## src/rtl/macroblock_yuv420_to_rgba_defines.svh

```systemverilog
// Assertion macros for the macroblock YCbCr 4:2:0 to RGBA converter.
// No dependencies; included by the top level, which supplies clk and rst.
`ifndef MACROBLOCK_YUV420_TO_RGBA_DEFINES_SVH
`define MACROBLOCK_YUV420_TO_RGBA_DEFINES_SVH

// Same-cycle implication, checked outside reset.
`define MBY_ASSERT_NOW(lbl, ante, cons, msg) \
  lbl: assert property (@(posedge clk) disable iff (rst) (ante) |-> (cons)) else $error(msg);

// Next-cycle implication, checked outside reset.
`define MBY_ASSERT_NEXT(lbl, ante, cons, msg) \
  lbl: assert property (@(posedge clk) disable iff (rst) (ante) |=> (cons)) else $error(msg);

`endif

```

## src/rtl/mby2r_pkg.sv

```systemverilog
// Shared types and constants for the macroblock YCbCr 4:2:0 to RGBA converter.
// No dependencies.
package mby2r_pkg;

  localparam int BLOCK_SIDE_DEF = 16;
  localparam int CHROMA_WIDTH   = 16;

  localparam logic [7:0]         Y_BIAS    = 8'd16;
  localparam logic [15:0]        Y_COEF    = 16'h0095;
  localparam logic signed [17:0] RCR_COEF  = 18'sd204;
  localparam logic signed [17:0] GCR_COEF  = -18'sd104;
  localparam logic signed [17:0] GCB_COEF  = -18'sd50;
  localparam logic signed [17:0] BCB_COEF  = 18'sd258;
  localparam logic [7:0]         ALPHA_VAL = 8'h80;

  typedef struct packed {
    logic       kind;
    logic [3:0] row;
    logic [3:0] col;
    logic [7:0] luma;
    logic [7:0] blue_diff;
    logic [7:0] red_diff;
  } sample_t;

  typedef struct packed {
    logic [3:0] pix_row;
    logic [3:0] pix_col;
    logic [7:0] red;
    logic [7:0] green;
    logic [7:0] blue;
    logic [7:0] alpha;
    logic       block_done;
  } pixel_t;

  localparam logic KIND_CHROMA = 1'b0;
  localparam logic KIND_LUMA   = 1'b1;

  // Controller to datapath
  typedef struct packed {
    logic wr_en;     // write chroma pair into the store
    logic rd_en;     // start a luma item: read store, capture sample
    logic mul_en;    // register the products
    logic out_load;  // load the output register
  } ctrl_cmd_t;

  // Datapath to controller
  typedef struct packed {
    logic kind;
    logic chroma_ok;  // chroma position inside the store
    logic luma_ok;    // pixel position inside the block
  } dp_status_t;

endpackage

```

## src/rtl/mby2r_ram.sv

```systemverilog
// Generic single-write, single-read RAM with registered read data.
// No dependencies.
module mby2r_ram #(
  parameter int WIDTH = 16,
  parameter int DEPTH = 64,
  localparam int AW = (DEPTH > 1) ? $clog2(DEPTH) : 1
) (
  input  logic             clk,
  input  logic             we,
  input  logic [AW-1:0]    waddr,
  input  logic [WIDTH-1:0] wdata,
  input  logic             re,
  input  logic [AW-1:0]    raddr,
  output logic [WIDTH-1:0] rdata
);

  logic [WIDTH-1:0] mem [DEPTH];

  always_ff @(posedge clk) begin
    if (we) begin
      mem[waddr] <= wdata;
    end
    if (re) begin
      rdata <= mem[raddr];
    end
  end

endmodule

```

## src/rtl/mby2r_ctrl.sv

```systemverilog
// Controller FSM: accept, store read, multiply, output load.
// Depends on mby2r_pkg.
module mby2r_ctrl
  import mby2r_pkg::*;
(
  input  logic       clk,
  input  logic       rst,
  input  logic       sample_valid,
  output logic       sample_stall,
  output logic       pixel_valid,
  input  logic       pixel_stall,
  input  dp_status_t status,
  output ctrl_cmd_t  cmd
);

  typedef enum logic [2:0] {
    S_IDLE = 3'b001,
    S_READ = 3'b010,
    S_MUL  = 3'b100
  } state_t;

  state_t state, state_next;
  logic   accept;
  logic   out_free;

  assign sample_stall = (state != S_IDLE);
  assign accept       = sample_valid && (state == S_IDLE);
  assign out_free     = !pixel_valid || !pixel_stall;

  always_comb begin
    cmd        = '0;
    state_next = state;
    case (state)
      S_IDLE: begin
        cmd.wr_en = accept && (status.kind == KIND_CHROMA) && status.chroma_ok;
        cmd.rd_en = accept && (status.kind == KIND_LUMA) && status.luma_ok;
        if (cmd.rd_en) begin
          state_next = S_READ;
        end
      end
      S_READ: begin
        cmd.mul_en = 1'b1;
        state_next = S_MUL;
      end
      S_MUL: begin
        cmd.out_load = out_free;
        if (out_free) begin
          state_next = S_IDLE;
        end
      end
      default: begin
        state_next = S_IDLE;
      end
    endcase
  end

  always_ff @(posedge clk) begin
    if (rst) begin
      state       <= S_IDLE;
      pixel_valid <= 1'b0;
    end else begin
      state <= state_next;
      if (cmd.out_load) begin
        pixel_valid <= 1'b1;
      end else if (!pixel_stall) begin
        pixel_valid <= 1'b0;
      end
    end
  end

endmodule

```

## src/rtl/mby2r_dp.sv

```systemverilog
// Datapath: chroma store, coefficient products, rounding, clamp, output register.
// Depends on mby2r_pkg and mby2r_ram.
module mby2r_dp
  import mby2r_pkg::*;
#(
  parameter int BLOCK_SIDE = BLOCK_SIDE_DEF
) (
  input  logic       clk,
  input  sample_t    sample,
  input  ctrl_cmd_t  cmd,
  output dp_status_t status,
  output pixel_t     pixel
);

  localparam int CSIDE  = (BLOCK_SIDE + 1) / 2;
  localparam int CDEPTH = CSIDE * CSIDE;
  localparam int AW     = (CDEPTH > 1) ? $clog2(CDEPTH) : 1;

  logic [11:0]             waddr_full, raddr_full;
  logic [CHROMA_WIDTH-1:0] rdata;
  logic [3:0]              row_q, col_q;
  logic [7:0]              luma_q;
  logic [7:0]              yb;
  logic signed [7:0]       cb_s, cr_s;
  logic signed [17:0]      cb_x, cr_x;
  logic [15:0]             lum_p;
  logic signed [17:0]      rcr_p, gcr_p, gcb_p, bcb_p;
  logic signed [11:0]      lum_s, r_sum, g_sum, b_sum;
  pixel_t                  pixel_next;

  function automatic logic [7:0] clamp8(input logic signed [11:0] v);
    logic [7:0] res;
    if (v < 12'sd0) begin
      res = 8'd0;
    end else if (v > 12'sd255) begin
      res = 8'd255;
    end else begin
      res = v[7:0];
    end
    return res;
  endfunction

  assign status.kind      = sample.kind;
  assign status.chroma_ok = (8'(sample.row) < 8'(CSIDE)) && (8'(sample.col) < 8'(CSIDE));
  assign status.luma_ok   = (8'(sample.row) < 8'(BLOCK_SIDE))
                         && (8'(sample.col) < 8'(BLOCK_SIDE));

  assign waddr_full = 12'(sample.row) * 12'(CSIDE) + 12'(sample.col);
  assign raddr_full = 12'(sample.row[3:1]) * 12'(CSIDE) + 12'(sample.col[3:1]);

  mby2r_ram #(
    .WIDTH (CHROMA_WIDTH),
    .DEPTH (CDEPTH)
  ) u_store (
    .clk   (clk),
    .we    (cmd.wr_en),
    .waddr (AW'(waddr_full)),
    .wdata ({sample.blue_diff, sample.red_diff}),
    .re    (cmd.rd_en),
    .raddr (AW'(raddr_full)),
    .rdata (rdata)
  );

  // Offset binary to two's complement: flip the top bit
  assign cb_s = $signed({~rdata[15], rdata[14:8]});
  assign cr_s = $signed({~rdata[7], rdata[6:0]});
  assign cb_x = 18'(cb_s);
  assign cr_x = 18'(cr_s);
  assign yb   = (luma_q < Y_BIAS) ? 8'd0 : (luma_q - Y_BIAS);

  always_ff @(posedge clk) begin
    if (cmd.rd_en) begin
      row_q  <= sample.row;
      col_q  <= sample.col;
      luma_q <= sample.luma;
    end
    if (cmd.mul_en) begin
      lum_p <= 16'(yb) * Y_COEF;
      rcr_p <= cr_x * RCR_COEF;
      gcr_p <= cr_x * GCR_COEF;
      gcb_p <= cb_x * GCB_COEF;
      bcb_p <= cb_x * BCB_COEF;
    end
    if (cmd.out_load) begin
      pixel <= pixel_next;
    end
  end

  // Bit slice [17:6] of a signed product is its floor shift by 6
  assign lum_s = $signed({2'b00, lum_p[15:6]});
  assign r_sum = lum_s + $signed(rcr_p[17:6]) + 12'sd1;
  assign g_sum = lum_s + $signed(gcr_p[17:6]) + $signed(gcb_p[17:6]) + 12'sd1;
  assign b_sum = lum_s + $signed(bcb_p[17:6]) + 12'sd1;

  always_comb begin
    pixel_next.pix_row    = row_q;
    pixel_next.pix_col    = col_q;
    pixel_next.red        = clamp8(r_sum >>> 1);
    pixel_next.green      = clamp8(g_sum >>> 1);
    pixel_next.blue       = clamp8(b_sum >>> 1);
    pixel_next.alpha      = ALPHA_VAL;
    pixel_next.block_done = (8'(row_q) == 8'(BLOCK_SIDE - 1))
                         && (8'(col_q) == 8'(BLOCK_SIDE - 1));
  end

endmodule

```

## src/rtl/macroblock_yuv420_to_rgba.sv

```systemverilog
// Macroblock YCbCr 4:2:0 to RGBA converter, BT.601 integer coefficients.
// Chroma item: written into the chroma store at the accept edge.
// Luma item: accept, store read + products, sum into output register; the output
// load waits while a finished pixel is stalled, and no new item enters until it is done.
// Reset (rst, sync, active high) clears the FSM and output valid; the chroma
// store is not cleared and holds undefined data until written.
`include "macroblock_yuv420_to_rgba_defines.svh"

module macroblock_yuv420_to_rgba
  import mby2r_pkg::*;
#(
  parameter int BLOCK_SIDE = BLOCK_SIDE_DEF  // pixels per block side, 2..16
) (
  input  logic    clk,
  input  logic    rst,
  // sample channel
  input  logic    sample_valid,
  output logic    sample_stall,
  input  sample_t sample,
  // pixel channel
  output logic    pixel_valid,
  input  logic    pixel_stall,
  output pixel_t  pixel
);

  ctrl_cmd_t  cmd;
  dp_status_t status;

  // Control: one luma item in flight; the output register lets the next
  // item enter while a finished pixel still waits downstream.
  mby2r_ctrl u_ctrl (
    .clk          (clk),
    .rst          (rst),
    .sample_valid (sample_valid),
    .sample_stall (sample_stall),
    .pixel_valid  (pixel_valid),
    .pixel_stall  (pixel_stall),
    .status       (status),
    .cmd          (cmd)
  );

  // Datapath: chroma store RAM, constant-coefficient products, round/clamp.
  mby2r_dp #(
    .BLOCK_SIDE (BLOCK_SIDE)
  ) u_dp (
    .clk    (clk),
    .sample (sample),
    .cmd    (cmd),
    .status (status),
    .pixel  (pixel)
  );

  // Store read leads straight into the product stage
  `MBY_ASSERT_NEXT(a_read_then_mul, cmd.rd_en, cmd.mul_en, "store read not followed by products")
  // A waiting pixel is never overwritten
  `MBY_ASSERT_NOW(a_no_overwrite, cmd.out_load, !pixel_valid || !pixel_stall, "pixel overwritten")
  // No new item is taken while products are being formed
  `MBY_ASSERT_NOW(a_busy_stall, cmd.mul_en, sample_stall, "sample taken during product stage")
  // A loaded pixel is offered on the next cycle
  `MBY_ASSERT_NEXT(a_load_valid, cmd.out_load, pixel_valid, "loaded pixel not offered")

endmodule

```

## config.mk

```make
export PLATFORM = sky130hd
export DESIGN_NAME = macroblock_yuv420_to_rgba
export DESIGN_NICKNAME = d
export VERILOG_FILES = /design/src/rtl/mby2r_pkg.sv /design/src/rtl/mby2r_ram.sv /design/src/rtl/mby2r_ctrl.sv /design/src/rtl/mby2r_dp.sv /design/src/rtl/macroblock_yuv420_to_rgba.sv
export VERILOG_INCLUDE_DIRS = /design/src /design/src/rtl
export SDC_FILE = /design/constraint.sdc
export NUM_CORES = 1
export LEC_CHECK = 0
export ABC_AREA = 0
export BUFFER_PORTS_ARGS = -buffer_cell sky130_fd_sc_hd__buf_2
export CAP_MARGIN = 0
export CORE_ASPECT_RATIO = 0.75
export CORE_MARGIN = 5
export CORE_UTILIZATION = 35
export DETAILED_ROUTE_END_ITERATION = 8
export HOLD_SLACK_MARGIN = 0.02
export RECOVER_POWER = 50
export SYNTH_ARGS = -nofsm -noshare
export SYNTH_HDL_FRONTEND = slang
export SYNTH_SLANG_ARGS = --single-unit
```

## constraint.sdc

```tcl
create_clock -name clk -period 5.45 [get_ports clk]
set_clock_uncertainty 0.2 [all_clocks]
set_input_delay 0 -clock clk [delete_from_list [all_inputs] [get_ports clk]]
set_output_delay 0 -clock clk [all_outputs]
set_load 0.03 [all_outputs]
```

; Word-level counts from Yosys, hierarchy flattened
; Memory sizes are Yosys's and may differ from the RTL's. A register that Yosys moved wholly into a read port is not among the register bits.
; Index checks and enable logic that the tools add are counted.
[totals]
regBits = 134
memories = 1
out_inout_bits = 43
ramBits = 1024
word_cells = 77
in_bits = 37
[op_classes]
multipliers = 5
addsub = 10
muxes = 14
n_reduce_logical = 10
n_bitwise = 3
n_lt_le_gt_ge = 9
eq_ne = 9
[memory_table]
columns = name, words, width, read_ports, rd_ports_with_merged_regs, write_ports, line
row1 = u_dp.u_store.mem, 64, 16, 1, 1, 1, mby2r_ram.sv:17  ; logic [WIDTH-1:0] mem [DEPTH];
[ops]
columns = op, n
row1 = adder 11 x 12 -> 12 bit, 3
row2 = "adder 12 x 2 -> 12 bit, second input constant", 3
row3 = "> comparator 11 x 9 -> 1 bit, second input constant", 3
row4 = "less-than comparator 11 x 1 -> 1 bit, second input constant", 3
row5 = two-way mux 8 bit, 4
row6 = "multiplier 8 x 9 -> 17 bit, second input constant", 1
row7 = "multiplier 8 x 8 -> 16 bit, second input constant", 1
row8 = "multiplier 8 x 7 -> 15 bit, second input constant", 1
row9 = "multiplier 8 x 6 -> 14 bit, second input constant", 1
row10 = "multiplier 8 x 5 -> 13 bit, second input constant", 1
row11 = adder 12 bit, 1
row12 = case mux 3 bit (3 select lines), 1
row13 = "equality test 4 bit, second input constant", 2
row14 = "less-than comparator 4 bit, second input constant", 2
row15 = "less-than comparator 8 x 5 -> 1 bit, second input constant", 1
row16 = "subtractor 8 x 5 -> 8 bit, second input constant", 1
row17 = adder 6 x 3 -> 6 bit, 1
row18 = adder 6 x 4 -> 6 bit, 1
row19 = logical AND 1 bit, 6
row20 = two-way mux 1 bit, 6
row21 = two-way mux 3 bit, 2
row22 = "!= test 2 x 1 -> 1 bit, second input constant", 2
row23 = "equality test 3 x 1 -> 1 bit, second input constant", 1
row24 = "equality test 3 x 2 -> 1 bit, second input constant", 1
row25 = 8 further kinds, 11

; Logic depth before layout (Yosys ltp)
; Gate-level depths: netlist of the first run.
[logic_depth]
ltp_word = 7
ltp_mapped = 18
ltp_nobuf = 18

; Hierarchy
; Synthesis of the first run repeated with hierarchy kept, for this count alone.
[unflattened]
hier_cells = 2715
hier_area_um2 = 49756.5
[by_module_without_submodules]
columns = mod, seq_area_each_um2, area_per_inst_um2, cells_each, n_inst
row1 = mby2r_ram, 31230.0, 40202.3, 1829, 1
row2 = mby2r_dp, 3032.9, 9369.0, 865, 1
row3 = mby2r_ctrl, 80.1, 185.2, 21, 1

; Least setup slack after synthesis of the first run
; No wires, ideal clock.
[synth_timing]
path_type = reg-to-reg
start = reg u_dp.luma_q[4]
end = reg u_dp.lum_p[15] (data pin)
path_stages_with_launch = 19
period_less_slack_ns = 4.944
n_path_buf = 0
setup_time_ns = 0.254
t_arrival_ns = 4.491
required_ns = 4.996
setup_slack_ns = 0.506
path_cell_list = edfxtp_1 > inv_1 > ha_1 > nor3b_1 > nor2b_1 > ha_1 > ha_1 > ha_1 > inv_1 > fa_1 > inv_1 > ha_1 > or3_1 > o221a_2 > and4_1 > a2111oi_4 > o21ai_1 > a21o_1 > a21o_1
[synth_between]
elab_chain_cells = 3
word_cells_on_any_way = 4
classes_between = 1 x add/sub / 1 x mul / 1 x order compare / 1 x mux
[synth_lines]
columns = item, line
row1 = from (decl), mby2r_dp.sv:22  ; logic [7:0] luma_q;
row2 = from (signal assigned), mby2r_dp.sv:75  ; luma_q <= sample.luma;
row3 = subtractor 8 x 5 -> 8 bit / less-than comparator 8 x 5 -> 1 bit (equally long branches), mby2r_dp.sv:69  ; assign yb = (luma_q < Y_BIAS) ? 8'd0 : (luma_q - Y_BIAS);
row4 = two-way mux 8 bit (*), mby2r_dp.sv:69
row5 = multiplier 8 x 8 -> 16 bit (*), mby2r_dp.sv:78  ; lum_p <= 16'(yb) * Y_COEF;
row6 = to (signal assigned), mby2r_dp.sv:78
row7 = to (decl), mby2r_dp.sv:26  ; logic [15:0] lum_p;
; Every way passes the cells marked *; elsewhere a longest branch is shown, timed or not.
; A chain may end at the register's enable or synchronous reset.

; Worst setup path in the final report of the first run
; Ends and elaborated chain as after synthesis.

==> results of run 1 <==
-- cells by family (layout without fill, tap and decap cells) --
kind of cell | after synthesis | after routing
buffers and inverters | 203 | 524
muxes | 344 | 344
AOI/OAI and AO/OA | 184 | 184
adders and majority gates | 222 | 222
xor gates and xnor gates | 65 | 65
and+or+nand+nor | 246 | 246
other | 2 | 9
DFF | 1145 | 1145
-- report_power, final --
part / total (mW) / internal, mW / switching (mW)
registers: 9.83 / 9.81 / 0.0197
logic: 1.87 / 0.806 / 1.06
clock network: 7.58 / 4.29 / 3.28
total: 19.3 / 14.9 / 4.36
-- critical path: stages (launching register included) --
cell	delay, ns
edfxtp_1	0.36
inv_1	0.06
ha_1	0.23
nor3b_1	0.15
buf_4	0.15
nor2_1	0.28
ha_1	0.31
ha_1	0.28
ha_1	0.27
inv_1	0.04
fa_1	0.47
inv_1	0.04
ha_1	0.20
or3_1	0.38
o221a_2	0.27
and4_1	0.24
a2111oi_4	0.41
o21ai_1	0.16
a21o_1	0.22
a21o_1	0.17
-- per-stage QoR --
stage,power [mW],setup slack [ns],instances
2_1_floorplan,11.3,0.506,2417
3_3_place_gp,11.8,0.414,4346
3_5_place_dp,11.8,0.348,4346
4_1_cts,19.5,0.319,4598
5_1_grt,20.0,0.121,4599
6_report,19.3,0.307,4599
-- state kept, by name (all words and copies together) (netlist names) --
signal / cells
u_dp.row_q: 4
u_dp.bcb_p: 12
u_dp.u_store.mem: 1024
u_dp.lum_p: 10
u_dp.rcr_p: 12
u_ctrl.state: 3
u_dp.gcr_p: 9
u_ctrl.pixel_valid: 1
u_dp.gcb_p: 9
u_dp.pixel: 33
u_dp.col_q: 4
u_dp.luma_q: 8
u_dp.u_store.rdata: 16
-- layout make-up --
class / count / area share (%)
Sequential cell: 1145 / 61.6
Tap cell: 1860 / 4.17
Multi-Input combinational cell: 1069 / 24.4
Inverter: 110 / 0.741
Antenna cell: 1 / 0.00449
Clock inverter: 65 / 1.21
Timing Repair Buffer: 211 / 2.66
Clock buffer: 138 / 5.24
-- placed cells by master (no fill, tap or decap), types with 6 or more instances in the layout --
master / Yosys / layout
mux2_2: 10 / 10
nor3_1: 12 / 12
conb_1: 2 / 8
clkinv_2: 0 / 16
xnor2_1: 42 / 42
nand3_1: 19 / 19
clkinvlp_4: 0 / 6
clkbuf_16: 0 / 113
nor2b_1: 24 / 24
buf_4: 14 / 80
o21bai_1: 7 / 7
ha_1: 168 / 168
nor2_2: 0 / 12
clkbuf_1: 34 / 83
nand2b_1: 9 / 9
buf_2: 26 / 18
o22ai_1: 8 / 8
nor2_1: 113 / 100
a21o_1: 29 / 29
xor2_1: 23 / 23
bufinv_16: 0 / 10
clkinv_1: 0 / 23
a211oi_1: 10 / 10
mux4_2: 311 / 311
inv_1: 110 / 110
edfxtp_1: 1141 / 1141
dlygate4sd3_1: 0 / 49
nand2_1: 39 / 39
o21a_1: 32 / 32
o21ai_0: 14 / 14
fa_1: 54 / 54
a21oi_1: 48 / 47
mux2i_1: 23 / 23
-- metal layers --
metal	vias up	track usage (%)	wire (um)
met5	-	0	0
met4	0	3.72	2690
met3	149	3.60	8230
met2	788	24.5	54000
met1	12500	21.5	48500
li1	10200	-	-
-- worst max-delay path by stage --
stage,cells past startpoint,endpoint
floorplan,18,u_dp.lum_p[15]
global placement,19,u_dp.lum_p[15]
detailed placement,19,u_dp.lum_p[15]
CTS,19,u_dp.lum_p[15]
global route,19,u_dp.lum_p[15]
finish,19,u_dp.lum_p[15]
==> flow_summary.html, run 1 <==
<table>
<tr><th>Metric</th><th>Value</th></tr>
<tr><th colspan="2">Status</th></tr>
<tr><td>Status</td><td>complete, but fails checks</td></tr>
<tr><td>Violations in the final reports</td><td>capacitance limit, slew limit</td></tr>
<tr><th colspan="2">STA</th></tr>
<tr><td>Post-layout minimum cycle time</td><td>5.14 ns</td></tr>
<tr><td>Number of pins exceeding their max-slew limit in the final report</td><td>1,350</td></tr>
<tr><td>Setup repair after global routing missed its margin</td><td>no</td></tr>
<tr><td>Headroom to the max-slew limit</td><td>-114%</td></tr>
<tr><td>Post-route fraction of the period consumed by the critical path</td><td>94.4%</td></tr>
<tr><td>Total negative setup slack</td><td>0 ns</td></tr>
<tr><td>Worst hold slack across all endpoints</td><td>0.136 ns</td></tr>
<tr><td>Actual transition at the worst max-transition pin</td><td>3.21 ns</td></tr>
<tr><td>Final hold violation count</td><td>0</td></tr>
<tr><td>Finish-stage setup viols</td><td>0</td></tr>
<tr><td>Max Clock Freq</td><td>194 MHz</td></tr>
<tr><th colspan="2">Logic synthesis</th></tr>
<tr><td>Post-synthesis sequential element count</td><td>1,145</td></tr>
<tr><td>Synthesized area per cell</td><td>20.2 um2</td></tr>
<tr><td>Fraction of the mapped netlist area in compound gates</td><td>2.58%</td></tr>
<tr><td>Yosys warns</td><td>0</td></tr>
<tr><td>Top area cells in the synthesized netlist</td><td>edfxtp_1 70%, mux4_2 14%, ha_1 4.3%</td></tr>
<tr><td>Top FF cell, synth</td><td>edfxtp_1</td></tr>
<tr><td>Main combinational cell family by area after synthesis</td><td>multiplexers</td></tr>
<tr><td>Simple-gate portion of the synthesized area</td><td>roughly 2.3%</td></tr>
<tr><td>Cells after Synth</td><td>2,411</td></tr>
<tr><td>EDFF count, synth</td><td>1,141</td></tr>
<tr><td>Fraction of post-synthesis cell area in the top cell type by area</td><td>about 70%</td></tr>
<tr><td>Most frequently used cell type in the post-synthesis netlist</td><td>edfxtp_1</td></tr>
<tr><td>Cell accounting for the most synthesized area</td><td>edfxtp_1</td></tr>
<tr><td>Post-synthesis share of cell area spent on xor and xnor gates</td><td>under 10%</td></tr>
<tr><td>Distinct cell type count after synthesis</td><td>60</td></tr>
<tr><td>Adder and majority cell fraction of the synthesized area</td><td>6.53%</td></tr>
<tr><td>Cell types with the highest counts after synthesis</td><td>1,141 x edfxtp_1, 311 x mux4_2, 168 x ha_1</td></tr>
<tr><td>Mux cell area share after synthesis</td><td>between 10% and 20%</td></tr>
<tr><td>Proportion of register bits with asynchronous set or reset after synthesis</td><td>0%</td></tr>
<tr><td>Cell area after technology mapping</td><td>roughly 49,000 um2</td></tr>
<tr><td>Register area share after synthesis</td><td>between 70% and 80%</td></tr>
<tr><th colspan="2">Worst setup path</th></tr>
<tr><td>Startpoint of the most critical setup path</td><td>u_dp.luma_q[4]</td></tr>
<tr><td>Reg-to-reg setup timing slack</td><td>0.31 ns</td></tr>
<tr><td>Required time of the critical path</td><td>5.69 ns</td></tr>
<tr><td>CP max FO</td><td>6</td></tr>
<tr><td>Type of element capturing the critical path</td><td>flip-flop</td></tr>
<tr><td>Worst flop-to-flop path startpoint</td><td>u_dp.luma_q[4]</td></tr>
<tr><td>Element type at the critical path start</td><td>flip-flop</td></tr>
<tr><td>Setup Crit Path Kind</td><td>reg2reg</td></tr>
<tr><td>Crit path DAT</td><td>5.39 ns</td></tr>
<tr><td>Worst flop-to-flop path endpoint</td><td>u_dp.lum_p[15]</td></tr>
<tr><td>Path depth of the worst reg2reg path</td><td>19</td></tr>
<tr><th colspan="2">Routing</th></tr>
<tr><td>Total length of routed wires</td><td>113 mm</td></tr>
<tr><td>Post-DR wirelength/cell</td><td>24.7 um</td></tr>
<tr><td>First-pass iteration count of the detailed router</td><td>8</td></tr>
<tr><td>Count of antenna-violating nets left after detailed routing</td><td>0</td></tr>
<tr><td>Starting DRC count in detailed routing</td><td>2,401</td></tr>
<tr><td>Vias per inst</td><td>5.16</td></tr>
<tr><td>Number of remaining DRC errors</td><td>0</td></tr>
<tr><td>Total via count after detailed routing</td><td>23.7k</td></tr>
<tr><th colspan="2">Global routing</th></tr>
<tr><td>Number of global-route vias before repair</td><td>24.5k</td></tr>
<tr><td>Global-route wire length before repair</td><td>166 mm</td></tr>
<tr><td>Antenna violations before repair</td><td>4</td></tr>
<tr><td>Residual overflow from global routing</td><td>0</td></tr>
<tr><td>Pin count of the biggest net entering global routing</td><td>around 110</td></tr>
<tr><td>Gr usage total</td><td>15.4%</td></tr>
<tr><th colspan="2">Power</th></tr>
<tr><td>Total power per unit cell area</td><td>346 nW/um2</td></tr>
<tr><td>Pleak</td><td>18.5 nW</td></tr>
<tr><td>Worst-case vdd ir drop</td><td>441 uV</td></tr>
<tr><th colspan="2">Flow run</th></tr>
<tr><td>Maxcap violations</td><td>22</td></tr>
<tr><th colspan="2">Cells and area</th></tr>
<tr><td>Area growth from synthesis to layout</td><td>14.3%</td></tr>
<tr><td>Area of the multi-input gates</td><td>around 14,000 um2</td></tr>
<tr><td>Final std cell area, no fill</td><td>55,700 um2</td></tr>
<tr><td>Post-layout net count</td><td>around 2.9k</td></tr>
<tr><td>Share of post-route cells with drive strength above 1</td><td>22.1%</td></tr>
<tr><td>Layout filler cell count</td><td>12.2k</td></tr>
<tr><td>Seq. cell area</td><td>34,300 um2</td></tr>
<tr><td>Core utilization of the finished layout</td><td>40.3%</td></tr>
<tr><th colspan="2">Die</th></tr>
<tr><td>Core outline area</td><td>138,000 um2</td></tr>
<tr><td>Top-level I/O count</td><td>80</td></tr>
<tr><td>Num rows</td><td>118</td></tr>
<tr><td>Starting density of the core</td><td>35.3%</td></tr>
<tr><td>Die Y</td><td>333 um</td></tr>
<tr><td>Die outline area</td><td>147,000 um2</td></tr>
<tr><td>Die Wd</td><td>approximately 440 um</td></tr>
<tr><th colspan="2">CTS</th></tr>
<tr><td>CTS tree</td><td>built</td></tr>
<tr><td>Number of buffers inserted by hold repair at cts</td><td>about 50</td></tr>
<tr><td>Root cell of the clock tree</td><td>clkbuf_16</td></tr>
<tr><td>Clock-pin transition on the worst setup and hold timing paths</td><td>0.06 ns</td></tr>
<tr><td>Longest Clk Path Bufs</td><td>3</td></tr>
<tr><td>Number of sinks handled by clock tree synthesis</td><td>1,145</td></tr>
<tr><td>CTS buffer count</td><td>111</td></tr>
<tr><td>Maximum level of the CTS H-tree</td><td>3</td></tr>
<tr><td>Post-cts repair resize count</td><td>0</td></tr>
<tr><td>Clock latency on the worst-skew pair</td><td>0.73 ns</td></tr>
<tr><td>Count of buffers added by post-CTS timing repair for setup</td><td>0</td></tr>
<tr><th colspan="2">Worst hold path</th></tr>
<tr><td>Path class of the lowest-slack min-delay path</td><td>in2reg</td></tr>
<tr><td>Start point of the worst hold path</td><td>sample[32]</td></tr>
<tr><td>Worst hold path depth</td><td>5</td></tr>
<tr><td>WHS Endpoint</td><td>u_ctrl.state[0]</td></tr>
<tr><th colspan="2">Placement</th></tr>
<tr><td>Dpl cell area</td><td>51,800 um2</td></tr>
<tr><td>HPWL after detailed placement</td><td>67.6 mm</td></tr>
<tr><td>Number of input and output port buffers inserted</td><td>a little over 70</td></tr>
<tr><td>Placer congestion estimate</td><td>0.819</td></tr>
</table>
(Power assumes the default switching activity.)
==> run 2: changes to the inputs <==
==> constraint.sdc (replaced) <==
create_clock -name clk -period 5.45 [get_ports clk]
set_clock_uncertainty 0.2 [all_clocks]
set_input_delay 0.2725 -clock clk [delete_from_list [all_inputs] [get_ports clk]]
set_output_delay 0.2725 -clock clk [all_outputs]
set_load 0.03 [all_outputs]
==> run 2 against run 1 <==
The run still ends with capacitance limit, slew limit left. First-iteration DRC count down 3.0%. Wire length about the same. Sequential share of layout area up 0.20 points. Worst hold slack worse by 0.052 ns. Maximum frequency down 1.8%. Critical endpoint unchanged.
==> flow_summary.html, run 2 (same netlist as run 1, synthesis figures left out) <==
<table>
<tr><th>Metric</th><th>Value</th></tr>
<tr><th colspan="2">Status</th></tr>
<tr><td>Status</td><td>complete, but fails checks</td></tr>
<tr><td>Violations in the final reports</td><td>capacitance limit, slew limit</td></tr>
<tr><th colspan="2">CTS</th></tr>
<tr><td>Maximum level of the CTS H-tree</td><td>3</td></tr>
<tr><td>Root cell of the clock tree</td><td>clkbuf_16</td></tr>
<tr><td>Longest Clk Path Bufs</td><td>3</td></tr>
<tr><td>Number of sinks handled by clock tree synthesis</td><td>between 1k and 1.5k</td></tr>
<tr><td>Clock latency on the worst-skew pair</td><td>0.72 ns</td></tr>
<tr><td>Post-cts repair resize count</td><td>0</td></tr>
<tr><td>CTS tree</td><td>built</td></tr>
<tr><td>CTS buffer count</td><td>roughly 110</td></tr>
<tr><td>Clock-pin transition on the worst setup and hold timing paths</td><td>about 0.060 ns</td></tr>
<tr><th colspan="2">Global routing</th></tr>
<tr><td>Met1 Track Usage GR</td><td>21.8%</td></tr>
<tr><td>M3 GR Usage</td><td>3.04%</td></tr>
<tr><td>Gr usage total</td><td>15.4%</td></tr>
<tr><td>Pin count of the biggest net entering global routing</td><td>87</td></tr>
<tr><td>Global-route wire length before repair</td><td>around 170 mm</td></tr>
<tr><td>Antenna violations before repair</td><td>10</td></tr>
<tr><td>Met2 track demand over resource in global routing</td><td>24.9%</td></tr>
<tr><td>Residual overflow from global routing</td><td>0</td></tr>
<tr><td>Layer with the highest usage after global routing</td><td>met2</td></tr>
<tr><td>Number of global-route vias before repair</td><td>24.4k</td></tr>
<tr><th colspan="2">Power</th></tr>
<tr><td>Power Total</td><td>19.4 mW</td></tr>
<tr><td>Pleak</td><td>18.4 nW</td></tr>
<tr><td>Total power per unit cell area</td><td>348 nW/um2</td></tr>
<tr><td>Worst-case vdd ir drop</td><td>270 uV</td></tr>
<tr><th colspan="2">Die</th></tr>
<tr><td>Top-level I/O count</td><td>80</td></tr>
<tr><td>Core outline area</td><td>138,000 um2</td></tr>
<tr><td>Die Wd</td><td>441 um</td></tr>
<tr><td>Starting density of the core</td><td>35.3%</td></tr>
<tr><td>Die outline area</td><td>147,000 um2</td></tr>
<tr><td>Num rows</td><td>118</td></tr>
<tr><td>Die Y</td><td>around 330 um</td></tr>
<tr><th colspan="2">STA</th></tr>
<tr><td>Total negative setup slack</td><td>0 ns</td></tr>
<tr><td>Max Clock Freq</td><td>191 MHz</td></tr>
<tr><td>Number of pins exceeding their max-slew limit in the final report</td><td>1,187</td></tr>
<tr><td>Final hold violation count</td><td>0</td></tr>
<tr><td>Post-route fraction of the period consumed by the critical path</td><td>96.1%</td></tr>
<tr><td>Worst hold slack across all endpoints</td><td>0.0836 ns</td></tr>
<tr><td>Headroom to the max-slew limit</td><td>-132%</td></tr>
<tr><td>Post-layout minimum cycle time</td><td>5.24 ns</td></tr>
<tr><td>Setup repair after global routing missed its margin</td><td>no</td></tr>
<tr><td>Finish-stage setup viols</td><td>0</td></tr>
<tr><td>Actual transition at the worst max-transition pin</td><td>about 3.5 ns</td></tr>
<tr><th colspan="2">Worst setup path</th></tr>
<tr><td>CP max FO</td><td>6</td></tr>
<tr><td>Crit path DAT</td><td>5.50 ns</td></tr>
<tr><td>Setup Crit Path Kind</td><td>reg2reg</td></tr>
<tr><td>Element type at the critical path start</td><td>flip-flop</td></tr>
<tr><td>Required time of the critical path</td><td>5.71 ns</td></tr>
<tr><td>Type of element capturing the critical path</td><td>flip-flop</td></tr>
<tr><th colspan="2">Routing</th></tr>
<tr><td>Count of antenna-violating nets left after detailed routing</td><td>0</td></tr>
<tr><td>Vias per inst</td><td>5.18</td></tr>
<tr><td>Total via count after detailed routing</td><td>about 24k</td></tr>
<tr><td>Total length of routed wires</td><td>114 mm</td></tr>
<tr><td>Starting DRC count in detailed routing</td><td>2,329</td></tr>
<tr><td>First-pass iteration count of the detailed router</td><td>5</td></tr>
<tr><td>Post-DR wirelength/cell</td><td>24.8 um</td></tr>
<tr><td>Number of remaining DRC errors</td><td>0</td></tr>
<tr><th colspan="2">Cells and area</th></tr>
<tr><td>Post-layout net count</td><td>2,876</td></tr>
<tr><td>Number of flip-flops in the largest register</td><td>1,024</td></tr>
<tr><td>Area growth from synthesis to layout</td><td>13.9%</td></tr>
<tr><td>Register with the most flip-flops</td><td>u_dp.u_store.mem</td></tr>
<tr><td>Largest registers</td><td>u_dp.u_store.mem x1024, u_dp.pixel x33, u_dp.u_store.rdata x16</td></tr>
<tr><td>Final std cell area, no fill</td><td>~56,000 um2</td></tr>
<tr><td>Most common cell after layout, fill and taps aside</td><td>edfxtp_1</td></tr>
<tr><td>Share of post-route cells with drive strength above 1</td><td>around 22%</td></tr>
<tr><td>Most frequent cells in the layout</td><td>1,141 x edfxtp_1, 311 x mux4_2, 168 x ha_1, 113 x clkbuf_16, 110 x inv_1</td></tr>
<tr><td>Core utilization of the finished layout</td><td>40.2%</td></tr>
<tr><th colspan="2">Placement</th></tr>
<tr><td>Dpl cell area</td><td>approximately 52,000 um2</td></tr>
<tr><td>HPWL after detailed placement</td><td>67.9 mm</td></tr>
<tr><td>Number of input and output port buffers inserted</td><td>71</td></tr>
<tr><td>Placer congestion estimate</td><td>0.821</td></tr>
<tr><th colspan="2">Worst hold path</th></tr>
<tr><td>Path class of the lowest-slack min-delay path</td><td>in2reg</td></tr>
<tr><th colspan="2">Flow run</th></tr>
<tr><td>Maxcap violations</td><td>20</td></tr>
</table>
## run 2: changes by cell type in the layout (fill, tap and decap cells not counted), moves of 3 or more
cell / delta
dlygate4sd3_1: -27
buf_4: -6
clkbuf_1: -5
clkinv_2: +4
diode_2: +4
bufinv_16: +3
## run 2: power by group
group / total (mW) / internal, mW / leakage [nW] / switching, mW
sequential: 9.83 / 9.81 / 10.3 / 0.0196
combinational: 1.84 / 0.780 / 6.32 / 1.06
clock: 7.69 / 4.42 / 1.78 / 3.27
total: 19.4 / 15.0 / 18.4 / 4.35
## run 2: cell type report
cell class / count / area [um2]
diodes: 5 / 12.5
clock buffers: 133 / 2900
clock inverters: 69 / 757
fillers: 12200 / 82600
inverters: 110 / 413
multi-input cells: 1069 / 13600
flip-flops and latches: 1145 / 34300
well taps: 1860 / 2330
repair buffers: 180 / 1220
## run 2: per-layer routing
layer	vias to the layer above	wire (um)
met5	-	13
met4	2	2170
met3	146	7310
met2	775	54300
met1	12600	49800
li1	10200	-
## run 2: metrics by stage
stage	cells	worst slack, ns
6_report	4571	0.212
5_1_grt	4567	0.00201
4_1_cts	4566	0.252
3_3_place_gp	4342	0.413
3_5_place_dp	4342	0.289
2_1_floorplan	2417	0.506
## run 2: worst paths after layout
check | start | end | slack, ns | depth (start not counted)
max | u_dp.luma_q[4] | u_dp.lum_p[15] | 0.21 | 19
min | sample[19] | u_dp.luma_q[3] | 0.08 | 2
max reg2reg | u_dp.luma_q[4] | u_dp.lum_p[15] | 0.21 | 19
min reg2reg | u_dp.col_q[2] | u_dp.pixel[35] | 0.25 | 0
## run 2: what timing repair did
item,CTS,global route
hold endpoints to repair,102,0
buffers inserted,0,0
hold buffers,22,0
## run 2: critical path, cell delays in order, from the launching register on
cell	delay, ns
edfxtp_1	0.37
inv_1	0.06
ha_1	0.23
nor3b_1	0.15
buf_4	0.15
nor2_1	0.30
ha_1	0.31
ha_1	0.29
ha_1	0.28
inv_1	0.06
fa_1	0.48
inv_1	0.05
ha_1	0.19
or3_1	0.38
o221a_2	0.27
and4_1	0.25
a2111oi_4	0.41
o21ai_1	0.16
a21o_1	0.22
a21o_1	0.17
